**src/sv/rwlt_pkg.sv**
```systemverilog
// shared types and constants for the reader-writer lock table
`timescale 1ns / 1ps
package rwlt_pkg;

	localparam int NUM_LOCKS_DEF = 16;
	localparam int NUM_PROCS_DEF = 16;

	// operation codes
	localparam logic [2:0] FN_CREATE = 3'd0;
	localparam logic [2:0] FN_DEL    = 3'd1;
	localparam logic [2:0] FN_RST    = 3'd2;
	localparam logic [2:0] FN_RD     = 3'd3;
	localparam logic [2:0] FN_WR     = 3'd4;
	localparam logic [2:0] FN_REL    = 3'd5;

	// process roles
	localparam logic [1:0] ROLE_NONE  = 2'd0;
	localparam logic [1:0] ROLE_READ  = 2'd1;
	localparam logic [1:0] ROLE_WRITE = 2'd3;

	// grant codes
	localparam logic [1:0] GR_NA    = 2'd0;
	localparam logic [1:0] GR_ENTER = 2'd1;
	localparam logic [1:0] GR_QUEUE = 2'd2;

	localparam logic signed [5:0] CNT_MAX = 6'sd31;
	localparam logic signed [5:0] CNT_MIN = 6'sb100000;

	typedef struct packed {
		logic signed [5:0] cnt;
		logic [3:0] head;
		logic [3:0] tail;
		logic [4:0] wc;
	} lock_t;

	typedef struct packed {
		logic [1:0] role;
		logic [3:0] nxt;
	} proc_t;

	localparam int LOCK_W = $bits(lock_t);
	localparam int PROC_W = $bits(proc_t);

	function automatic logic signed [5:0] cnt_step(input logic signed [5:0] c, input logic up);
		logic signed [5:0] r;
		if (up) begin
			r = (c == CNT_MAX) ? c : c + 6'sd1;
		end else begin
			r = (c == CNT_MIN) ? c : c - 6'sd1;
		end
		return r;
	endfunction

endpackage

```
**src/sv/rwlt_ram.sv**
```systemverilog
// generic single-write, single-read synchronous ram with registered read
`timescale 1ns / 1ps
module rwlt_ram #(
	parameter int WIDTH = 8,
	parameter int DEPTH = 16,
	parameter int AW = (DEPTH > 1) ? $clog2(DEPTH) : 1
) (
	input  logic             clk,
	input  logic             we,
	input  logic [AW-1:0]    waddr,
	input  logic [WIDTH-1:0] wdata,
	input  logic             re,
	input  logic [AW-1:0]    raddr,
	output logic [WIDTH-1:0] rdata
);

	logic [WIDTH-1:0] mem [DEPTH];

	always_ff @(posedge clk) begin
		if (we) begin
			mem[waddr] <= wdata;
		end
		if (re) begin
			rdata <= mem[raddr];
		end
	end

endmodule

```
**src/sv/reader_writer_lock_table.sv**
```systemverilog
// create probes one slot per cycle from the cursor; the wake and drain runs follow the
// wait list through the process ram, one read per cycle while the result output is free
// throughput: one operation at a time, next transfer taken once the final result is registered
// reset: arst_n clears all locks to free, all roles to none and the cursor to zero at once
`timescale 1ns / 1ps
module reader_writer_lock_table #(
	parameter int NUM_LOCKS = rwlt_pkg::NUM_LOCKS_DEF,
	parameter int NUM_PROCS = rwlt_pkg::NUM_PROCS_DEF
) (
	input  logic        clk,
	input  logic        arst_n,
	input  logic        s_tvalid,
	output logic        s_tready,
	input  logic [15:0] s_tdata,  // lock_id, pid, init_count
	input  logic [2:0]  s_tuser,  // func
	output logic        m_tvalid,
	input  logic        m_tready,
	output logic [15:0] m_tdata,  // status, grant, created_id, woken_pid
	output logic        m_tuser,  // woken_valid
	output logic        m_tlast
);

	localparam int LW = (NUM_LOCKS > 1) ? $clog2(NUM_LOCKS) : 1;
	localparam int PW = (NUM_PROCS > 1) ? $clog2(NUM_PROCS) : 1;
	localparam int QCAP = (NUM_PROCS < 16) ? NUM_PROCS : 16;

	typedef enum logic [8:0] {
		S_IDLE   = 9'b000000001,
		S_RD     = 9'b000000010,
		S_SCAN   = 9'b000000100,
		S_ENQ_RD = 9'b000001000,
		S_ENQ_WR = 9'b000010000,
		S_HD_RD  = 9'b000100000,
		S_WAKE   = 9'b001000000,
		S_DRAIN  = 9'b010000000,
		S_FIN    = 9'b100000000
	} state_t;

	state_t state_q;

	logic [2:0] func_q;
	logic [3:0] pid_q;
	logic [4:0] ic_q;
	logic [LW-1:0] lidx_q;
	logic lid_ok_q;
	rwlt_pkg::lock_t lk_q;
	logic [3:0] otail_q;
	logic st_q;
	logic [1:0] gr_q;
	logic [3:0] cid_q;
	logic pend_v_q;
	logic [3:0] pend_q;
	logic first_q;
	logic lkwr_q;
	logic [NUM_LOCKS-1:0] in_use_q;
	logic [NUM_PROCS-1:0] pv_q;
	logic [LW-1:0] cur_q;
	logic [LW:0] scan_q;
	logic prv_s1;

	logic ov_q, od_st_q, od_wv_q, od_last_q;
	logic [1:0] od_gr_q;
	logic [3:0] od_cid_q, od_wp_q;

	// ram ports
	logic lre, lwe, pre, pwe;
	logic [LW-1:0] lraddr;
	logic [PW-1:0] praddr, pwaddr;
	logic [rwlt_pkg::LOCK_W-1:0] lrdata, lwdata_w;
	logic [rwlt_pkg::PROC_W-1:0] prdata;
	rwlt_pkg::proc_t pwdata;
	rwlt_pkg::lock_t lk_rd, lwdata;
	rwlt_pkg::proc_t pr_eff;

	rwlt_ram #(.WIDTH(rwlt_pkg::LOCK_W), .DEPTH(NUM_LOCKS), .AW(LW)) u_lock_ram (
		.clk(clk), .we(lwe), .waddr(lidx_q), .wdata(lwdata_w),
		.re(lre), .raddr(lraddr), .rdata(lrdata)
	);

	rwlt_ram #(.WIDTH(rwlt_pkg::PROC_W), .DEPTH(NUM_PROCS), .AW(PW)) u_proc_ram (
		.clk(clk), .we(pwe), .waddr(pwaddr), .wdata(pwdata),
		.re(pre), .raddr(praddr), .rdata(prdata)
	);

	assign lk_rd = rwlt_pkg::lock_t'(lrdata);
	// never-written process entries read as no role
	assign pr_eff = prv_s1 ? rwlt_pkg::proc_t'(prdata) : '0;
	assign lwdata_w = lwdata;

	logic out_free;
	assign out_free = !ov_q || m_tready;
	assign s_tready = (state_q == S_IDLE);

	// decode of the fetched entries
	logic bad, inuse, is_try, is_wr, wait_c, q_room, wr_first, wake_go;
	logic [1:0] new_role;
	logic [4:0] wc_dec;
	assign bad = (func_q > rwlt_pkg::FN_REL) || !lid_ok_q || !(32'(pid_q) < NUM_PROCS);
	assign inuse = in_use_q[lidx_q];
	assign is_try = (func_q == rwlt_pkg::FN_RD) || (func_q == rwlt_pkg::FN_WR);
	assign is_wr = (func_q == rwlt_pkg::FN_WR);
	assign wait_c = is_wr ? ((lk_rd.cnt != 6'sd0) || (lk_rd.wc != 5'd0))
	                      : (lk_rd.cnt[5] || (lk_rd.wc != 5'd0));
	assign q_room = (lk_rd.wc < 5'(QCAP));
	assign new_role = is_wr ? rwlt_pkg::ROLE_WRITE : rwlt_pkg::ROLE_READ;
	assign wr_first = first_q && (pr_eff.role == rwlt_pkg::ROLE_WRITE);
	assign wake_go = !wr_first && (lk_q.wc != 5'd0) && (pr_eff.role == rwlt_pkg::ROLE_READ);
	assign wc_dec = lk_q.wc - 5'd1;

	always_comb begin
		lre = 1'b0;
		lraddr = LW'(s_tdata[3:0]);
		pre = 1'b0;
		praddr = PW'(s_tdata[7:4]);
		pwe = 1'b0;
		pwaddr = PW'(pid_q);
		pwdata = pr_eff;
		lwe = 1'b0;
		lwdata = lk_q;
		if (func_q == rwlt_pkg::FN_DEL || func_q == rwlt_pkg::FN_RST) begin
			lwdata.wc = 5'd0;
			lwdata.cnt = (func_q == rwlt_pkg::FN_DEL) ? 6'sd0 : $signed({1'b0, ic_q});
		end
		case (state_q)
			S_IDLE: begin
				if (s_tvalid && s_tuser != rwlt_pkg::FN_CREATE) begin
					lre = 1'b1;
					pre = 1'b1;
				end
			end
			S_RD: begin
				if (!bad && func_q == rwlt_pkg::FN_REL) begin
					pwe = 1'b1;
					pwdata.role = rwlt_pkg::ROLE_NONE;
				end else if (!bad && inuse && is_try && (!wait_c || q_room)) begin
					pwe = 1'b1;
					pwdata.role = new_role;
					// joining behind itself links to itself
					if (wait_c && lk_rd.wc != 5'd0 && lk_rd.tail == pid_q) begin
						pwdata.nxt = pid_q;
					end
				end
			end
			S_ENQ_RD: begin
				pre = 1'b1;
				praddr = PW'(otail_q);
			end
			S_ENQ_WR: begin
				pwe = 1'b1;
				pwaddr = PW'(otail_q);
				pwdata.nxt = pid_q;
			end
			S_HD_RD: begin
				pre = 1'b1;
				praddr = PW'(lk_q.head);
			end
			S_WAKE: begin
				if (out_free && wake_go && lk_q.wc > 5'd1) begin
					pre = 1'b1;
					praddr = PW'(pr_eff.nxt);
				end
			end
			S_DRAIN: begin
				if (out_free) begin
					pwe = 1'b1;
					pwaddr = PW'(lk_q.head);
					pwdata.role = rwlt_pkg::ROLE_NONE;
					if (lk_q.wc > 5'd1) begin
						pre = 1'b1;
						praddr = PW'(pr_eff.nxt);
					end
				end
			end
			S_FIN: begin
				lwe = out_free && lkwr_q;
			end
			default: begin
			end
		endcase
	end

	always_ff @(posedge clk or negedge arst_n) begin
		if (!arst_n) begin
			state_q <= S_IDLE;
			in_use_q <= '0;
			pv_q <= '0;
			cur_q <= '0;
			ov_q <= 1'b0;
			prv_s1 <= 1'b0;
		end else begin
			if (pwe) begin
				pv_q[pwaddr] <= 1'b1;
			end
			if (pre) begin
				prv_s1 <= pv_q[praddr];
			end
			if (m_tready) begin
				ov_q <= 1'b0;
			end
			case (state_q)
				S_IDLE: begin
					if (s_tvalid) begin
						func_q <= s_tuser;
						lidx_q <= LW'(s_tdata[3:0]);
						lid_ok_q <= 32'(s_tdata[3:0]) < NUM_LOCKS;
						pid_q <= s_tdata[7:4];
						ic_q <= s_tdata[12:8];
						st_q <= 1'b1;
						gr_q <= rwlt_pkg::GR_NA;
						cid_q <= '0;
						pend_v_q <= 1'b0;
						pend_q <= '0;
						first_q <= 1'b1;
						lkwr_q <= 1'b0;
						scan_q <= '0;
						state_q <= (s_tuser == rwlt_pkg::FN_CREATE) ? S_SCAN : S_RD;
					end
				end
				S_SCAN: begin
					cur_q <= (32'(cur_q) == NUM_LOCKS - 1) ? '0 : cur_q + 1'b1;
					scan_q <= scan_q + 1'b1;
					if (!in_use_q[cur_q]) begin
						lidx_q <= cur_q;
						lk_q <= '{cnt: $signed({1'b0, ic_q}), head: 4'd0, tail: 4'd0, wc: 5'd0};
						cid_q <= 4'(cur_q);
						st_q <= 1'b0;
						lkwr_q <= 1'b1;
						state_q <= S_FIN;
					end else if (32'(scan_q) == NUM_LOCKS - 1) begin
						state_q <= S_FIN;
					end
				end
				S_RD: begin
					lk_q <= lk_rd;
					state_q <= S_FIN;
					if (!bad && inuse) begin
						if (func_q == rwlt_pkg::FN_REL) begin
							st_q <= 1'b0;
							lkwr_q <= 1'b1;
							lk_q.cnt <= rwlt_pkg::cnt_step(lk_rd.cnt,
								pr_eff.role == rwlt_pkg::ROLE_WRITE);
							if (lk_rd.wc != 5'd0) begin
								state_q <= S_HD_RD;
							end
						end else if (func_q == rwlt_pkg::FN_DEL || func_q == rwlt_pkg::FN_RST) begin
							st_q <= 1'b0;
							lkwr_q <= 1'b1;
							if (lk_rd.wc != 5'd0) begin
								state_q <= S_HD_RD;
							end
						end else if (!wait_c) begin
							st_q <= 1'b0;
							gr_q <= rwlt_pkg::GR_ENTER;
							lkwr_q <= 1'b1;
							lk_q.cnt <= rwlt_pkg::cnt_step(lk_rd.cnt, !is_wr);
						end else if (q_room) begin
							st_q <= 1'b0;
							gr_q <= rwlt_pkg::GR_QUEUE;
							lkwr_q <= 1'b1;
							lk_q.head <= (lk_rd.wc == 5'd0) ? pid_q : lk_rd.head;
							lk_q.tail <= pid_q;
							lk_q.wc <= lk_rd.wc + 5'd1;
							otail_q <= lk_rd.tail;
							if (lk_rd.wc != 5'd0 && lk_rd.tail != pid_q) begin
								state_q <= S_ENQ_RD;
							end
						end
					end
				end
				S_ENQ_RD: begin
					state_q <= S_ENQ_WR;
				end
				S_ENQ_WR: begin
					state_q <= S_FIN;
				end
				S_HD_RD: begin
					state_q <= (func_q == rwlt_pkg::FN_REL) ? S_WAKE : S_DRAIN;
				end
				S_WAKE: begin
					if (out_free) begin
						first_q <= 1'b0;
						state_q <= S_FIN;
						if (wr_first) begin
							if (lk_q.cnt == 6'sd0) begin
								pend_v_q <= 1'b1;
								pend_q <= lk_q.head;
								lk_q.wc <= wc_dec;
								if (wc_dec != 5'd0) begin
									lk_q.head <= pr_eff.nxt;
								end
								lk_q.cnt <= rwlt_pkg::cnt_step(lk_q.cnt, 1'b0);
							end
						end else if (wake_go) begin
							// previous wake goes out once another one follows
							if (pend_v_q) begin
								ov_q <= 1'b1;
								od_st_q <= st_q;
								od_gr_q <= gr_q;
								od_cid_q <= cid_q;
								od_wv_q <= 1'b1;
								od_wp_q <= pend_q;
								od_last_q <= 1'b0;
							end
							pend_v_q <= 1'b1;
							pend_q <= lk_q.head;
							lk_q.wc <= wc_dec;
							lk_q.cnt <= rwlt_pkg::cnt_step(lk_q.cnt, 1'b1);
							if (wc_dec != 5'd0) begin
								lk_q.head <= pr_eff.nxt;
								state_q <= S_WAKE;
							end
						end
					end
				end
				S_DRAIN: begin
					if (out_free) begin
						if (pend_v_q) begin
							ov_q <= 1'b1;
							od_st_q <= st_q;
							od_gr_q <= gr_q;
							od_cid_q <= cid_q;
							od_wv_q <= 1'b1;
							od_wp_q <= pend_q;
							od_last_q <= 1'b0;
						end
						pend_v_q <= 1'b1;
						pend_q <= lk_q.head;
						lk_q.wc <= wc_dec;
						if (wc_dec != 5'd0) begin
							lk_q.head <= pr_eff.nxt;
						end else begin
							state_q <= S_FIN;
						end
					end
				end
				S_FIN: begin
					if (out_free) begin
						ov_q <= 1'b1;
						od_st_q <= st_q;
						od_gr_q <= gr_q;
						od_cid_q <= cid_q;
						od_wv_q <= pend_v_q;
						od_wp_q <= pend_v_q ? pend_q : 4'd0;
						od_last_q <= 1'b1;
						if (lkwr_q && func_q == rwlt_pkg::FN_CREATE) begin
							in_use_q[lidx_q] <= 1'b1;
						end
						if (lkwr_q && func_q == rwlt_pkg::FN_DEL) begin
							in_use_q[lidx_q] <= 1'b0;
						end
						state_q <= S_IDLE;
					end
				end
				default: begin
					state_q <= S_IDLE;
				end
			endcase
		end
	end

	assign m_tvalid = ov_q;
	assign m_tdata = {5'd0, od_wp_q, od_cid_q, od_gr_q, od_st_q};
	assign m_tuser = od_wv_q;
	assign m_tlast = od_last_q;

endmodule

```
**config.mk**
```make
export PLATFORM = sky130hd
export DESIGN_NAME = reader_writer_lock_table
export DESIGN_NICKNAME = d
export VERILOG_FILES = /design/src/sv/rwlt_pkg.sv /design/src/sv/rwlt_ram.sv /design/src/sv/reader_writer_lock_table.sv
export SDC_FILE = /design/constraint.sdc
export NUM_CORES = 1
export LEC_CHECK = 0
export ABC_AREA = 0
export ABC_CLOCK_PERIOD_IN_PS = 4500
export BUFFER_PORTS_ARGS = -buffer_cell sky130_fd_sc_hd__buf_2
export CAP_MARGIN = 20
export CORE_MARGIN = 3
export CORE_UTILIZATION = 25
export DETAILED_ROUTE_END_ITERATION = 10
export SLEW_MARGIN = 5
export SYNTH_ARGS = -nofsm -noshare
export SYNTH_HDL_FRONTEND = slang
export SYNTH_SLANG_ARGS = --single-unit
```
**constraint.sdc**
```tcl
create_clock -name clk -period 4.5 [get_ports clk]
set_input_delay 0 -clock clk [delete_from_list [all_inputs] [get_ports clk]]
set_output_delay 0 -clock clk [all_outputs]
set_load 0.05 [all_outputs]
```
==> flow_metrics.env <==
export IMPL_use_met2=0.187
export IMPL_clkSlewWorstSetupHoldPaths_ps=60
export IMPL_dpl_hpwl_mm=34.9
export IMPL_syn_area_um2=23300
export IMPL_ant_nets=0
export IMPL_grtUsageMet1=0.153
export IMPL_coreArea_um2=92100
export IMPL_critPathArrivalTime_ps=4090
export IMPL_antenna_found_initial=4
export IMPL_gr_usage_all_layers=0.113
export IMPL_r2r_start="state_q[1]"
export IMPL_fin_ws_ps=744
export IMPL_clk_latency_ps=600
export IMPL_reg2reg_to="u_proc_ram.rdata[3]"
export IMPL_design_area_um2=27100
export IMPL_htreeDepth=2
export IMPL_drtIter0Drc=1570
export IMPL_hp_class="input port to async pin"
export IMPL_crit_end="u_proc_ram.rdata[3]"
export IMPL_port_buffer_count=34
export IMPL_synth_yosys_warnings=0
export IMPL_synth_mux_area_frac=0.130
export IMPL_die_w_um=311
export IMPL_cp_required_ps=4830
export IMPL_synth_top_family_by_area="multiplexers"
export IMPL_setup_tns_ps=0
export IMPL_setup_viol=0
export IMPL_vias_per_cell=4.70
export IMPL_slew_headroom=0.274
export IMPL_syn_area_per_cell_um2=16.2
export IMPL_drc=0
export IMPL_synthCells=1437
export IMPL_dpl_cell_area_um2=25000
export IMPL_maxCapViolations=0
export IMPL_synth_distinct_cells=77
export IMPL_synth_xor_area_share=0.00902
export IMPL_maxSlewViolCount=0
export IMPL_power_leakage_nw=9.01
export IMPL_numCtsBuffers=56
export IMPL_syn_to_final_growth_pct=16.1
export IMPL_synth_seq_area_share=0.690
export IMPL_post_route_period_util=0.835
export IMPL_synth_seq_cells=543
export IMPL_r2r_slack_ps=740
export IMPL_postSynth_asyncResetShare=0.0866
export IMPL_crit_type="flop to flop"
export IMPL_dr_pass1_iters=5
export IMPL_place_congestion=0.881
export IMPL_grt_setup_unrepaired="no"
export IMPL_finalPower_w=0.0123
export IMPL_die_h_um=311
export IMPL_final_common_cell="edfxtp_1"
export IMPL_grt_busiest_layer="met2"
export IMPL_routed_wl_mm=55.8
export IMPL_synth_top_flop_cell="edfxtp_1"
export IMPL_grt_overflow_total=0
export IMPL_reg2reg_depth=9
export IMPL_tritoncts="yes"
export IMPL_grt_max_degree=61
export IMPL_fin_crit_ps=3760
export IMPL_grt_use_met3=0.0226
export IMPL_drive_above_1_share=0.192
export IMPL_end_kind="flop"
export IMPL_path_max_fanout=25
export IMPL_die_area_um2=96900
export IMPL_preCtsSetupSlack_ps=740
export IMPL_synthSimpleGateAreaFrac=0.0759
export IMPL_tightest_slew_ps=1090
export IMPL_post_drt_wl_per_cell_um=19.9
export IMPL_timing_fmax_mhz=266
export IMPL_via_count=13172
export IMPL_initial_core_util=0.253
export IMPL_power_density_nw_per_um2=454
export IMPL_first_global_vias=13332
export IMPL_hold_violations=0
export IMPL_skew_ps=17.1
export IMPL_ctsResizeCount=0
export IMPL_synth_edf_count=496
export IMPL_startpoint_type="flop"
export IMPL_synthAdderAreaFrac=0.00945
export IMPL_clockBufferDepth=3
export IMPL_crit_start="state_q[1]"
export IMPL_peakVddDrop_mv=0.268
export IMPL_outcome="finished clean"
export IMPL_clock_sinks=543
export IMPL_layout_common_cells="edfxtp_1, mux4_2, nor2_1, nand2_1, a21oi_1"
export IMPL_rows=111
export IMPL_synth_compound_area_frac=0.0648
export IMPL_io_pins=43
export IMPL_root_buffer="clkbuf_16"
export IMPL_layout_nets=1548
export IMPL_grt_pass1_wl_mm=84.9
[routing by layer]
layer / share of wire / vias to the layer above
met4: 0.019 / 2
met1: 0.44 / 6852
met2: 0.48 / 442
li1: - / 5795
met3: 0.060 / 81
met5: 0.00030 / -
[critical path, cell delays in order (launching register included)]
cell and delay [ps]:
dfrtp_1 460, or3_1 440, or4_1 690, a21oi_2 270, a31o_2 210, a21o_2 610, mux2i_1 260, mux2i_1 130
a22oi_1 280, nand3_1 120
[registers in the layout (all words and copies together) (netlist names), 5 cells and up]
signal	flops
u_proc_ram.mem	96
lk_q	19
scan_q	5
u_lock_ram.mem	304
in_use_q	16
u_proc_ram.rdata	6
ic_q	5
state_q	9
u_lock_ram.rdata	19
pv_q	16
[final cells by class]
| cell class | count | area (um2) |
|---|---|---|
| Antenna cell | 3 | 7.51 |
| Clock buffer | 79 | 1590 |
| Clock inverter | 25 | 278 |
| Fill cell | 9062 | 65000 |
| Inverter | 27 | 101 |
| Multi-Input combinational cell | 797 | 6830 |
| Sequential cell | 543 | 16100 |
| Tap cell | 1243 | 1560 |
| Timing Repair Buffer | 83 | 617 |
[synth_stat cells, types with 4 or more instances]
library cell	count	share of area
mux4_2	104	0.10
a22oi_1	15	0.0048
buf_2	9	0.0019
xnor2_1	13	0.0049
nor3_1	20	0.0043
nor2b_1	30	0.0081
or3_1	6	0.0016
a21o_1	9	0.0029
xor2_1	11	0.0041
nand2_1	67	0.011
ha_1	16	0.0086
mux2_2	5	0.0024
nand2b_1	11	0.0030
nand4_1	6	0.0016
o21bai_1	4	0.0013
inv_1	26	0.0042
a211oi_1	15	0.0048
dfrtp_1	46	0.049
nor2_2	4	0.0011
o21ai_1	5	0.0011
buf_4	10	0.0032
o21ai_0	33	0.0071
and2_1	16	0.0043
a21oi_1	67	0.014
nand3b_1	7	0.0023
a211o_1	13	0.0049
buf_1	7	0.0011
o22ai_1	13	0.0035
edfxtp_1	496	0.64
nand3_1	31	0.0067
a22o_1	13	0.0049
a221oi_1	5	0.0019
mux2i_1	63	0.027
o211ai_1	5	0.0016
a31oi_1	6	0.0016
nor2_1	102	0.016
or2_1	18	0.0048
clkbuf_1	43	0.0069
[how the worst min path moves through the flow]
stage,to,slack (ps),cells after the start
5_1_grt,cur_q[3],90,2
3_3_place_gp,cur_q[2],100,1
6_report,state_q[6],30,2
3_5_place_dp,state_q[6],110,1
4_1_cts,cur_q[3],20,2
2_1_floorplan,cur_q[0],-300,0
[cells by family after synthesis]
logic type / Yosys count
adders and majority gates: 17
muxes: 173
xor gates and xnor gates: 24
buffers and inverters: 101
and+or+nand+nor: 348
DFF: 543
AOI/OAI and AO/OA: 230
other: 1
[metrics by stage]
stage | hold WS, ps | util | instances
2_1_floorplan | -296 | - | 1441
3_5_place_dp | 106 | 0.271 | 2673
3_3_place_gp | 95.1 | 0.271 | 2672
6_report | 27.4 | 0.294 | 2800
5_1_grt | 89.7 | 0.294 | 2797
4_1_cts | 19.8 | 0.293 | 2792
[power breakdown]
group / internal [W] / switching [W] / total [W]
clock: 0.00280 / 0.00188 / 0.00468
combinational: 0.000494 / 0.000918 / 0.00141
sequential: 0.00592 / 0.000268 / 0.00619
total: 0.00921 / 0.00306 / 0.0123
[repair_timing]
item / 4_1_cts / 5_1_grt
hold endpoints to repair: 46 / 0
setup buffers: 0 / 0
hold buffers: 15 / 0
No activity file was read; power rests on OpenSTA's default activity.
